`src/hw/rtl/bpc_pkg.sv`:
```
// Balance PID controller package: widths, register indexes, reset values,
// microcode word type and the control program ROM.
// No dependencies.
package bpc_pkg;

    localparam int ANGLE_W    = 16;
    localparam int ERR_W      = 17;
    localparam int DIFF_W     = 18;
    localparam int SUM_W      = 20;
    localparam int SLOPE_W    = 20;
    localparam int OUT_W      = 18;
    localparam int CTL_W      = 17;
    localparam int SPD_W      = 10;
    localparam int GAIN_W     = 16;
    localparam int LIMO_W     = 16;
    localparam int LIMI_W     = 19;
    localparam int TILT_W     = 15;
    localparam int CFG_IDX_W  = 3;
    localparam int CFG_DATA_W = 19;
    localparam int MA_W       = 20;
    localparam int MB_W       = 16;
    localparam int PROD_W     = 36;
    localparam int ACC_W      = 37;
    localparam int FRAC       = 12;
    localparam int SCALE_W    = 19;
    localparam int SCALE_SH   = 9;

    localparam logic signed [MB_W-1:0] FILT_NEW = 16'sd819;
    localparam logic signed [MB_W-1:0] FILT_OLD = 16'sd3277;
    localparam logic [SPD_W-1:0]       DEADZONE = 10'd30;

    localparam logic [CFG_IDX_W-1:0] REG_SETPOINT  = 3'd0;
    localparam logic [CFG_IDX_W-1:0] REG_GAIN_P    = 3'd1;
    localparam logic [CFG_IDX_W-1:0] REG_GAIN_I    = 3'd2;
    localparam logic [CFG_IDX_W-1:0] REG_GAIN_D    = 3'd3;
    localparam logic [CFG_IDX_W-1:0] REG_OUT_LIM   = 3'd4;
    localparam logic [CFG_IDX_W-1:0] REG_INT_LIM   = 3'd5;
    localparam logic [CFG_IDX_W-1:0] REG_ANTI_WIND = 3'd6;
    localparam logic [CFG_IDX_W-1:0] REG_TILT_LIM  = 3'd7;

    localparam logic signed [ANGLE_W-1:0] RST_SETPOINT = 16'sd0;
    localparam logic signed [GAIN_W-1:0]  RST_GAIN_P   = 16'sd6400;
    localparam logic signed [GAIN_W-1:0]  RST_GAIN_I   = 16'sd128;
    localparam logic signed [GAIN_W-1:0]  RST_GAIN_D   = 16'sd1280;
    localparam logic [LIMO_W-1:0]         RST_OUT_LIM  = 16'd65280;
    localparam logic [LIMI_W-1:0]         RST_INT_LIM  = 19'd409600;
    localparam logic                      RST_ANTI_WIND = 1'b1;
    localparam logic [TILT_W-1:0]         RST_TILT_LIM = 15'd2130;

    typedef enum logic [3:0] {
        ST_IDLE,
        ST_TEST,
        ST_INTEG,
        ST_SLOPE_OLD,
        ST_SLOPE,
        ST_TERM_I,
        ST_TERM_D,
        ST_SUM,
        ST_CLAMP,
        ST_OUT,
        ST_STOP
    } t_step;

    typedef enum logic [2:0] {
        MS_NONE,
        MS_DIFF,
        MS_SLOPE,
        MS_P,
        MS_I,
        MS_D
    } t_mul_sel;

    typedef enum logic [1:0] {
        AO_HOLD,
        AO_PROD,
        AO_SHR,
        AO_ADD_SHR
    } t_acc_op;

    typedef enum logic [1:0] {
        JC_NONE,
        JC_IN,
        JC_STOP,
        JC_OUT
    } t_jump;

    typedef struct packed {
        t_mul_sel mul_sel;
        t_acc_op  acc_op;
        logic     wr_integ;
        logic     wr_slope;
        logic     wr_ctl;
        logic     out_stop;
        t_jump    jump;
        t_step    next;
        t_step    alt;
    } t_uword;

    function automatic t_uword ucode(input t_step step);
        t_uword w;
        w = '{MS_NONE, AO_HOLD, 1'b0, 1'b0, 1'b0, 1'b0, JC_NONE, ST_IDLE, ST_IDLE};
        case (step)
            ST_IDLE:      w = '{MS_NONE, AO_HOLD, 1'b0, 1'b0, 1'b0, 1'b0,
                                JC_IN, ST_TEST, ST_IDLE};
            ST_TEST:      w = '{MS_NONE, AO_HOLD, 1'b0, 1'b0, 1'b0, 1'b0,
                                JC_STOP, ST_INTEG, ST_STOP};
            ST_INTEG:     w = '{MS_DIFF, AO_HOLD, 1'b1, 1'b0, 1'b0, 1'b0,
                                JC_NONE, ST_SLOPE_OLD, ST_IDLE};
            ST_SLOPE_OLD: w = '{MS_SLOPE, AO_PROD, 1'b0, 1'b0, 1'b0, 1'b0,
                                JC_NONE, ST_SLOPE, ST_IDLE};
            ST_SLOPE:     w = '{MS_P, AO_HOLD, 1'b0, 1'b1, 1'b0, 1'b0,
                                JC_NONE, ST_TERM_I, ST_IDLE};
            ST_TERM_I:    w = '{MS_I, AO_SHR, 1'b0, 1'b0, 1'b0, 1'b0,
                                JC_NONE, ST_TERM_D, ST_IDLE};
            ST_TERM_D:    w = '{MS_D, AO_ADD_SHR, 1'b0, 1'b0, 1'b0, 1'b0,
                                JC_NONE, ST_SUM, ST_IDLE};
            ST_SUM:       w = '{MS_NONE, AO_ADD_SHR, 1'b0, 1'b0, 1'b0, 1'b0,
                                JC_NONE, ST_CLAMP, ST_IDLE};
            ST_CLAMP:     w = '{MS_NONE, AO_HOLD, 1'b0, 1'b0, 1'b1, 1'b0,
                                JC_NONE, ST_OUT, ST_IDLE};
            ST_OUT:       w = '{MS_NONE, AO_HOLD, 1'b0, 1'b0, 1'b0, 1'b0,
                                JC_OUT, ST_IDLE, ST_IDLE};
            ST_STOP:      w = '{MS_NONE, AO_HOLD, 1'b0, 1'b0, 1'b0, 1'b1,
                                JC_OUT, ST_IDLE, ST_IDLE};
            default:      w = '{MS_NONE, AO_HOLD, 1'b0, 1'b0, 1'b0, 1'b0,
                                JC_NONE, ST_IDLE, ST_IDLE};
        endcase
        return w;
    endfunction

endpackage

```
`src/hw/rtl/balance_pid_controller.sv`:
```
// Balance PID controller top level: microcoded sequencer over one shared
// multiplier, accumulator and output register. Depends on bpc_pkg.
// A result is registered in step ST_OUT at the end of the program, or in
// ST_STOP on a tilt stop. A new request is taken only once the program is
// back in ST_IDLE (one shared multiplier); a stalled result holds the program.
// Reset (synchronous, active low) restores register defaults and clears state.
module balance_pid_controller (
    input  logic                                    i_clk,
    input  logic                                    i_rst_n,
    input  logic                                    i_in_valid,
    output logic                                    o_in_stall,
    input  logic signed [bpc_pkg::ANGLE_W-1:0]      i_angle,
    output logic                                    o_out_valid,
    input  logic                                    i_out_stall,
    output logic signed [bpc_pkg::CTL_W-1:0]        o_control_out,
    output logic signed [bpc_pkg::SPD_W-1:0]        o_left_speed,
    output logic signed [bpc_pkg::SPD_W-1:0]        o_right_speed,
    output logic                                    o_tilt_stop,
    input  logic                                    i_cfg_we,
    input  logic [bpc_pkg::CFG_IDX_W-1:0]           i_cfg_index,
    input  logic [bpc_pkg::CFG_DATA_W-1:0]          i_cfg_data
);
    import bpc_pkg::*;

    logic signed [ANGLE_W-1:0] r_setpoint;
    logic signed [GAIN_W-1:0]  r_gain_p;
    logic signed [GAIN_W-1:0]  r_gain_i;
    logic signed [GAIN_W-1:0]  r_gain_d;
    logic [LIMO_W-1:0]         r_output_limit;
    logic [LIMI_W-1:0]         r_integral_limit;
    logic                      r_anti_windup;
    logic [TILT_W-1:0]         r_tilt_limit;

    logic signed [SUM_W-1:0]   r_error_sum;
    logic signed [ERR_W-1:0]   r_last_error;
    logic signed [SLOPE_W-1:0] r_slope;
    logic signed [OUT_W-1:0]   r_last_output;

    t_step                     r_step;
    t_step                     n_step;
    t_uword                    uw;
    logic signed [ERR_W-1:0]   r_err;
    logic                      r_stop;
    logic signed [PROD_W-1:0]  r_prod;
    logic signed [ACC_W-1:0]   r_acc;

    logic                      r_out_valid;
    logic signed [CTL_W-1:0]   r_control_out;
    logic signed [SPD_W-1:0]   r_left_speed;
    logic signed [SPD_W-1:0]   r_right_speed;
    logic                      r_tilt_stop;

    logic                      in_acc;
    logic                      out_free;
    logic                      out_ld;
    logic [ANGLE_W:0]          angle_mag;
    logic signed [DIFF_W-1:0]  diff;
    logic signed [MA_W-1:0]    mul_a;
    logic signed [MB_W-1:0]    mul_b;
    logic signed [PROD_W-1:0]  prod_c;
    logic signed [PROD_W-1:0]  prod_shr;
    logic signed [ACC_W-1:0]   slope_sum;
    logic signed [SUM_W:0]     int_sum;
    logic signed [SUM_W:0]     int_lim;
    logic signed [SUM_W-1:0]   int_next;
    logic [OUT_W-1:0]          last_mag;
    logic                      integ_en;
    logic signed [ACC_W-1:0]   out_lim;
    logic signed [ACC_W-1:0]   ctl_c;
    logic [SCALE_W-1:0]        scaled;
    logic [SPD_W-1:0]          speed_q;
    logic [SPD_W-1:0]          speed_dz;
    logic signed [SPD_W-1:0]   left_c;

    assign in_acc     = i_in_valid && !o_in_stall;
    assign o_in_stall = (r_step != ST_IDLE);
    assign out_free   = !r_out_valid || !i_out_stall;
    assign out_ld     = (uw.jump == JC_OUT) && out_free;

    // control word fetch
    always_comb begin
        uw = ucode(r_step);
    end

    // sequencer next step
    always_comb begin
        case (uw.jump)
            JC_NONE: n_step = uw.next;
            JC_IN:   n_step = in_acc ? uw.next : r_step;
            JC_STOP: n_step = r_stop ? uw.alt : uw.next;
            JC_OUT:  n_step = out_free ? uw.next : r_step;
            default: n_step = ST_IDLE;
        endcase
    end

    always_ff @(posedge i_clk) begin
        if (!i_rst_n) begin
            r_step <= ST_IDLE;
        end else begin
            r_step <= n_step;
        end
    end

    always_ff @(posedge i_clk) begin
        if (!i_rst_n) begin
            r_setpoint       <= RST_SETPOINT;
            r_gain_p         <= RST_GAIN_P;
            r_gain_i         <= RST_GAIN_I;
            r_gain_d         <= RST_GAIN_D;
            r_output_limit   <= RST_OUT_LIM;
            r_integral_limit <= RST_INT_LIM;
            r_anti_windup    <= RST_ANTI_WIND;
            r_tilt_limit     <= RST_TILT_LIM;
        end else if (i_cfg_we) begin
            case (i_cfg_index)
                REG_SETPOINT:  r_setpoint       <= i_cfg_data[ANGLE_W-1:0];
                REG_GAIN_P:    r_gain_p         <= i_cfg_data[GAIN_W-1:0];
                REG_GAIN_I:    r_gain_i         <= i_cfg_data[GAIN_W-1:0];
                REG_GAIN_D:    r_gain_d         <= i_cfg_data[GAIN_W-1:0];
                REG_OUT_LIM:   r_output_limit   <= i_cfg_data[LIMO_W-1:0];
                REG_INT_LIM:   r_integral_limit <= i_cfg_data[LIMI_W-1:0];
                REG_ANTI_WIND: r_anti_windup    <= i_cfg_data[0];
                REG_TILT_LIM:  r_tilt_limit     <= i_cfg_data[TILT_W-1:0];
                default: ;
            endcase
        end
    end

    // request capture
    assign angle_mag = i_angle[ANGLE_W-1] ? (ANGLE_W+1)'(-(ANGLE_W+1)'(i_angle))
                                          : (ANGLE_W+1)'(i_angle);

    always_ff @(posedge i_clk) begin
        if (in_acc) begin
            r_err  <= ERR_W'(r_setpoint) - ERR_W'(i_angle);
            r_stop <= angle_mag > (ANGLE_W+1)'(r_tilt_limit);
        end
    end

    // shared multiplier
    assign diff = DIFF_W'(r_err) - DIFF_W'(r_last_error);

    always_comb begin
        case (uw.mul_sel)
            MS_DIFF:  begin mul_a = MA_W'(diff);        mul_b = FILT_NEW; end
            MS_SLOPE: begin mul_a = r_slope;            mul_b = FILT_OLD; end
            MS_P:     begin mul_a = MA_W'(r_err);       mul_b = r_gain_p; end
            MS_I:     begin mul_a = r_error_sum;        mul_b = r_gain_i; end
            MS_D:     begin mul_a = r_slope;            mul_b = r_gain_d; end
            default:  begin mul_a = '0;                 mul_b = '0;       end
        endcase
    end

    assign prod_c   = PROD_W'(mul_a) * PROD_W'(mul_b);
    assign prod_shr = r_prod >>> FRAC;

    always_ff @(posedge i_clk) begin
        if (uw.mul_sel != MS_NONE) begin
            r_prod <= prod_c;
        end
    end

    always_ff @(posedge i_clk) begin
        case (uw.acc_op)
            AO_PROD:    r_acc <= ACC_W'(r_prod);
            AO_SHR:     r_acc <= ACC_W'(prod_shr);
            AO_ADD_SHR: r_acc <= r_acc + ACC_W'(prod_shr);
            default:    r_acc <= r_acc;
        endcase
    end

    // integrator with anti-windup and clamp
    assign last_mag = r_last_output[OUT_W-1] ? OUT_W'(-r_last_output)
                                             : OUT_W'(r_last_output);
    assign integ_en = !r_anti_windup || (last_mag < OUT_W'(r_output_limit));
    assign int_sum  = (SUM_W+1)'(r_error_sum) + (SUM_W+1)'(r_err);
    assign int_lim  = (SUM_W+1)'(r_integral_limit);

    always_comb begin
        if (int_sum > int_lim) begin
            int_next = SUM_W'(int_lim);
        end else if (int_sum < -int_lim) begin
            int_next = SUM_W'(-int_lim);
        end else begin
            int_next = SUM_W'(int_sum);
        end
    end

    assign slope_sum = r_acc + ACC_W'(r_prod);

    // output clamp
    assign out_lim = ACC_W'(r_output_limit);

    always_comb begin
        if (r_acc > out_lim) begin
            ctl_c = out_lim;
        end else if (r_acc < -out_lim) begin
            ctl_c = -out_lim;
        end else begin
            ctl_c = r_acc;
        end
    end

    always_ff @(posedge i_clk) begin
        if (!i_rst_n) begin
            r_error_sum   <= '0;
            r_last_error  <= '0;
            r_slope       <= '0;
            r_last_output <= '0;
        end else begin
            if (uw.wr_integ && integ_en) begin
                r_error_sum <= int_next;
            end
            if (uw.wr_slope) begin
                r_slope <= SLOPE_W'(slope_sum >>> FRAC);
            end
            if (uw.wr_ctl) begin
                r_last_output <= OUT_W'(ctl_c);
                r_last_error  <= r_err;
            end
        end
    end

    // motor scaling by 3/512 with deadzone
    assign scaled   = SCALE_W'({last_mag[CTL_W-1:0], 1'b0}) + SCALE_W'(last_mag[CTL_W-1:0]);
    assign speed_q  = scaled[SCALE_W-1:SCALE_SH];
    assign speed_dz = (speed_q < DEADZONE) ? '0 : speed_q;
    assign left_c   = r_last_output[OUT_W-1] ? SPD_W'(-speed_dz) : SPD_W'(speed_dz);

    always_ff @(posedge i_clk) begin
        if (!i_rst_n) begin
            r_out_valid <= 1'b0;
        end else if (out_ld) begin
            r_out_valid <= 1'b1;
        end else if (!i_out_stall) begin
            r_out_valid <= 1'b0;
        end
    end

    always_ff @(posedge i_clk) begin
        if (out_ld) begin
            r_control_out <= r_last_output[CTL_W-1:0];
            r_tilt_stop   <= uw.out_stop;
            if (uw.out_stop) begin
                r_left_speed  <= '0;
                r_right_speed <= '0;
            end else begin
                r_left_speed  <= left_c;
                r_right_speed <= -left_c;
            end
        end
    end

    assign o_out_valid   = r_out_valid;
    assign o_control_out = r_control_out;
    assign o_left_speed  = r_left_speed;
    assign o_right_speed = r_right_speed;
    assign o_tilt_stop   = r_tilt_stop;

    a_stop_zero: assert property (@(posedge i_clk) disable iff (!i_rst_n)
        (o_out_valid && o_tilt_stop) |-> (o_left_speed == '0 && o_right_speed == '0))
        else $error("stop result with non-zero motor command");

    a_mirror: assert property (@(posedge i_clk) disable iff (!i_rst_n)
        o_out_valid |-> (o_right_speed == SPD_W'(-o_left_speed)))
        else $error("right motor not the negation of left");

    a_deadzone: assert property (@(posedge i_clk) disable iff (!i_rst_n)
        (o_out_valid && o_left_speed != '0) |->
        (o_left_speed >= $signed(SPD_W'(DEADZONE)) ||
         o_left_speed <= -$signed(SPD_W'(DEADZONE))))
        else $error("motor command inside deadzone");

    a_start: assert property (@(posedge i_clk) disable iff (!i_rst_n)
        in_acc |=> (r_step == ST_TEST))
        else $error("accepted request did not start the program");

endmodule
```
`config.mk`:
```
export PLATFORM = sky130hd
export DESIGN_NAME = balance_pid_controller
export DESIGN_NICKNAME = d
export VERILOG_FILES = /design/src/hw/rtl/bpc_pkg.sv /design/src/hw/rtl/balance_pid_controller.sv
export SDC_FILE = /design/constraint.sdc
export NUM_CORES = 2
export LEC_CHECK = 0
export BUFFER_PORTS_ARGS = -buffer_cell sky130_fd_sc_hd__buf_4
export CAP_MARGIN = 10
export CORE_ASPECT_RATIO = 1.75
export CORE_MARGIN = 2
export CORE_UTILIZATION = 50
export DETAILED_ROUTE_END_ITERATION = 10
export GPL_ROUTABILITY_DRIVEN = 1
export GPL_TIMING_DRIVEN = 0
export PLACE_DENSITY = 0.66
export SLEW_MARGIN = 20
export SYNTH_ARGS = -nofsm -noshare
export SYNTH_HDL_FRONTEND = slang
export SYNTH_SLANG_ARGS = --single-unit
```
`constraint.sdc`:
```
create_clock -name i_clk -period 25.9 [get_ports i_clk]
set_input_delay 5.18 -clock i_clk [delete_from_list [all_inputs] [get_ports i_clk]]
set_output_delay 5.18 -clock i_clk [all_outputs]
set_load 0.02 [all_outputs]
```
==> out/qor.yml <==
multi_input_area_sq_mm: 0.0253
fmax_mhz: 91.1
syn_nets: 4921
clock_sinks: 339
grtUsageMet2_pct: 58.9
worst_setup_path_end_kind: "flop"
worst_path_largest_cell_delay_ns: 0.99
cts.path.max_buffers: 3
hold_viol: 0
drt_iter0_markers: 2106
worstMarginPinSlew_ns: 1.28
wl_per_cell_microns: 22.4
tritoncts: "built"
clk_pin_slew_ns: 0.08
numCtsBuffers: 35
layout.cells.most_common: "inv_1"
initial_core_util_pct: 50.5
syn_inst: 4202
die_x_microns: 206
finalNetCount: 5048
io_pins: 83
hpwl_microns: 97000
area_delta_synth_final_pct: 9.11
ys_top_cells_by_area: "fa_1 (18%), ha_1 (13%), dfxtp_1 (12%), edfxtp_1 (11%), inv_1 (5.5%)"
synth.avg_cell_area_sq_um: 8.52
row_count: 129
register_area_sq_mm: 0.00807
vias: 31000
drt_pass1_iterations: 6
place.gp.congestion: 0.999
final_cell_mix: "inv_1 (527), nand2_1 (468), nor2_1 (452)"
grt_max_degree: 38
drt.antenna.violating_nets: 0
yosys.area.top_type: "fa_1"
ctsHoldBuffers: 0
power_density_mw_per_mm2: 87.2
synthDistinctLibCells: 87
grt_overflow_total: 0
clkPwrFrac_pct: 17.1
grtUsageMet3_pct: 3.93
power_frac_comb_pct: 57.8
cp.required_ns: 26.20
min_path_cells: 2
antenna_found_initial: 1
grt_pass1_wl_microns: 181000
post-route-period-util_pct: 42.4
hold_slack_ns: 0.450
cts_root_buf: "clkbuf_16"
run_status: "finished clean"
die_h_microns: 358
grtUsageMet1_pct: 33.7
nFillCells: 6648
h-tree-depth: 2
setup_violations: 0
p_int_w: 0.00178
relSlewSlack_pct: 14.6
power_leakage_nw: 17.3
cpMaxStageDelayCell: "a21oi_1"
period_needed_ns: 10.98
synth_edf_count: 128
fin_tns_setup_ns: 0
drive_gt1_share_pct: 5.10
grt_pass1_vias: 31700
min_path_type: "reg2reg"
crit_path_frequent_cell: "fa_1"
worst_ir_drop_vdd_mv: 0.0464
drc: 0
busiest_layer: "met2"
crit_type: "reg2reg"
synth-main-ff-cell: "dfxtp_1"
ys_seq_elements: 339
grt_setup_unrepaired: "no"
cts_resized: 0
synth_top_area_share_pct: 17.6
vias_per_cell: 5.89
yosys_warnings: 0
syn-cell-area_sq_mm: 0.0358
postCtsSetupBuffers: 0
clock_latency_ns: 0.59
swShare_pct: 47.7
async_flop_share_pct: 0
wl_microns: 118000
fin_skew_ns: 0.0364
die-area_sq_mm: 0.0738
drv_slew: 0
reg2reg_depth: 35
ys_seq_area_share_pct: 22.5
power.switching_w: 0.00162
cp.arrival_ns: 11.28
cap_violations: 0
grt_use_total_pct: 32.7
start_kind: "flop"
worstPathMaxFanout: 9
port_buffers: 79
sequentialPowerShare_pct: 25.1
coreArea_sq_mm: 0.0709
## logic make-up (layout without fill, tap and decap cells)
family	count (synthesis)	count (layout)	share of synthesized area [%]
AND/OR/NAND/NOR	1325	1325	16.4
AO/OA/AOI/OAI	896	896	16.3
buffers and inverters	679	832	7.13
adder cells (fa/ha/maj)	676	676	30.2
flip-flops	339	339	22.5
XOR/XNOR	203	203	4.99
multiplexers	84	84	2.39
other	0	1	0
## critical path, delay by kind of cell (launching register included)
family / cells / cell delay (ns)
adders and majority gates: 9 / 4.10
DFF: 1 / 0.48
buffers and inverters: 5 / 0.29
AOI/OAI and AO/OA: 13 / 3.99
xor gates and xnor gates: 2 / 0.53
and+or+nand+nor: 6 / 1.30
## power by group through the flow
stage               clock network [W]  registers (W)  logic (W)
finish                       0.000581       0.000854    0.00197
global route                 0.000607       0.000858    0.00217
CTS                          0.000588       0.000849    0.00195
detailed placement                  0       0.000860    0.00194
global placement                    0       0.000862    0.00190
floorplan                           0       0.000793    0.00139
## area by class of cell
| type | instances | area share, % |
|---|---|---|
| multi-input combinational | 3184 | 64.7 |
| timing repair buffer | 90 | 1.82 |
| antenna | 1 | 0.00641 |
| tap | 917 | 2.94 |
| clock inverter | 21 | 0.862 |
| buffer | 149 | 1.44 |
| clock buffer | 42 | 2.49 |
| sequential | 339 | 20.7 |
| inverter | 530 | 5.09 |
## routing by layer
| metal | vias to the layer above | routed length (microns) |
|---|---|---|
| met1 | 15000 | 40500 |
| met5 | - | 0 |
| met3 | 474 | 5620 |
| li1 | 14500 | - |
| met2 | 1037 | 60200 |
| met4 | 0 | 11600 |
## cell usage after synthesis (all sizes together), types with 44 or more instances
library cell,n
a21o,94
a21oi,315
clkbuf,138
dfxtp,211
edfxtp,128
fa,315
ha,361
inv,527
mux2i,76
nand2,468
nand2b,52
nand3,80
nor2,453
nor3,73
o21ai,139
xnor2,159
xor2,44
## path summary, 6_finish.rpt
kind                                                from                        to  slack [ns]
worst max-delay path                  r_err[0]$_DFFE_PP_      r_prod[33]$_DFFE_PP_       14.92
worst min-delay path            r_gain_p[6]$_SDFFE_PN0P_  r_gain_p[6]$_SDFFE_PN0P_        0.45
worst max register to register        r_err[0]$_DFFE_PP_      r_prod[33]$_DFFE_PP_       14.92
worst min register to register  r_gain_p[6]$_SDFFE_PN0P_  r_gain_p[6]$_SDFFE_PN0P_        0.45
## stage by stage
step / util, % / area (sq um) / total power (W) / std cells / setup WS (ns)
after floorplan: - / 35800 / 0.00218 / 4202 / 17.07
after detailed placement: 53.2 / 37700 / 0.00280 / 5209 / 14.65
after CTS: 55.1 / 39000 / 0.00339 / 5272 / 14.59
after global placement: 53.0 / 37500 / 0.00276 / 5198 / 14.78
after global routing: 55.1 / 39100 / 0.00364 / 5273 / 14.34
final: 55.1 / 39100 / 0.00340 / 5273 / 14.92
## flip-flops by register name, indices dropped and copies added, names as in the netlist, 4 cells and up
register,flops
r_err,17
r_gain_p,16
uw,16
r_setpoint,16
r_step,4
o_control_out,17
r_gain_d,16
r_slope,20
r_error_sum,20
o_right_speed,9
r_tilt_limit,15
r_gain_i,16
r_integral_limit,19
r_acc,37
o_left_speed,10
r_prod,36
r_output_limit,16
r_last_output,18
r_last_error,17
(Power assumes the default switching activity.)
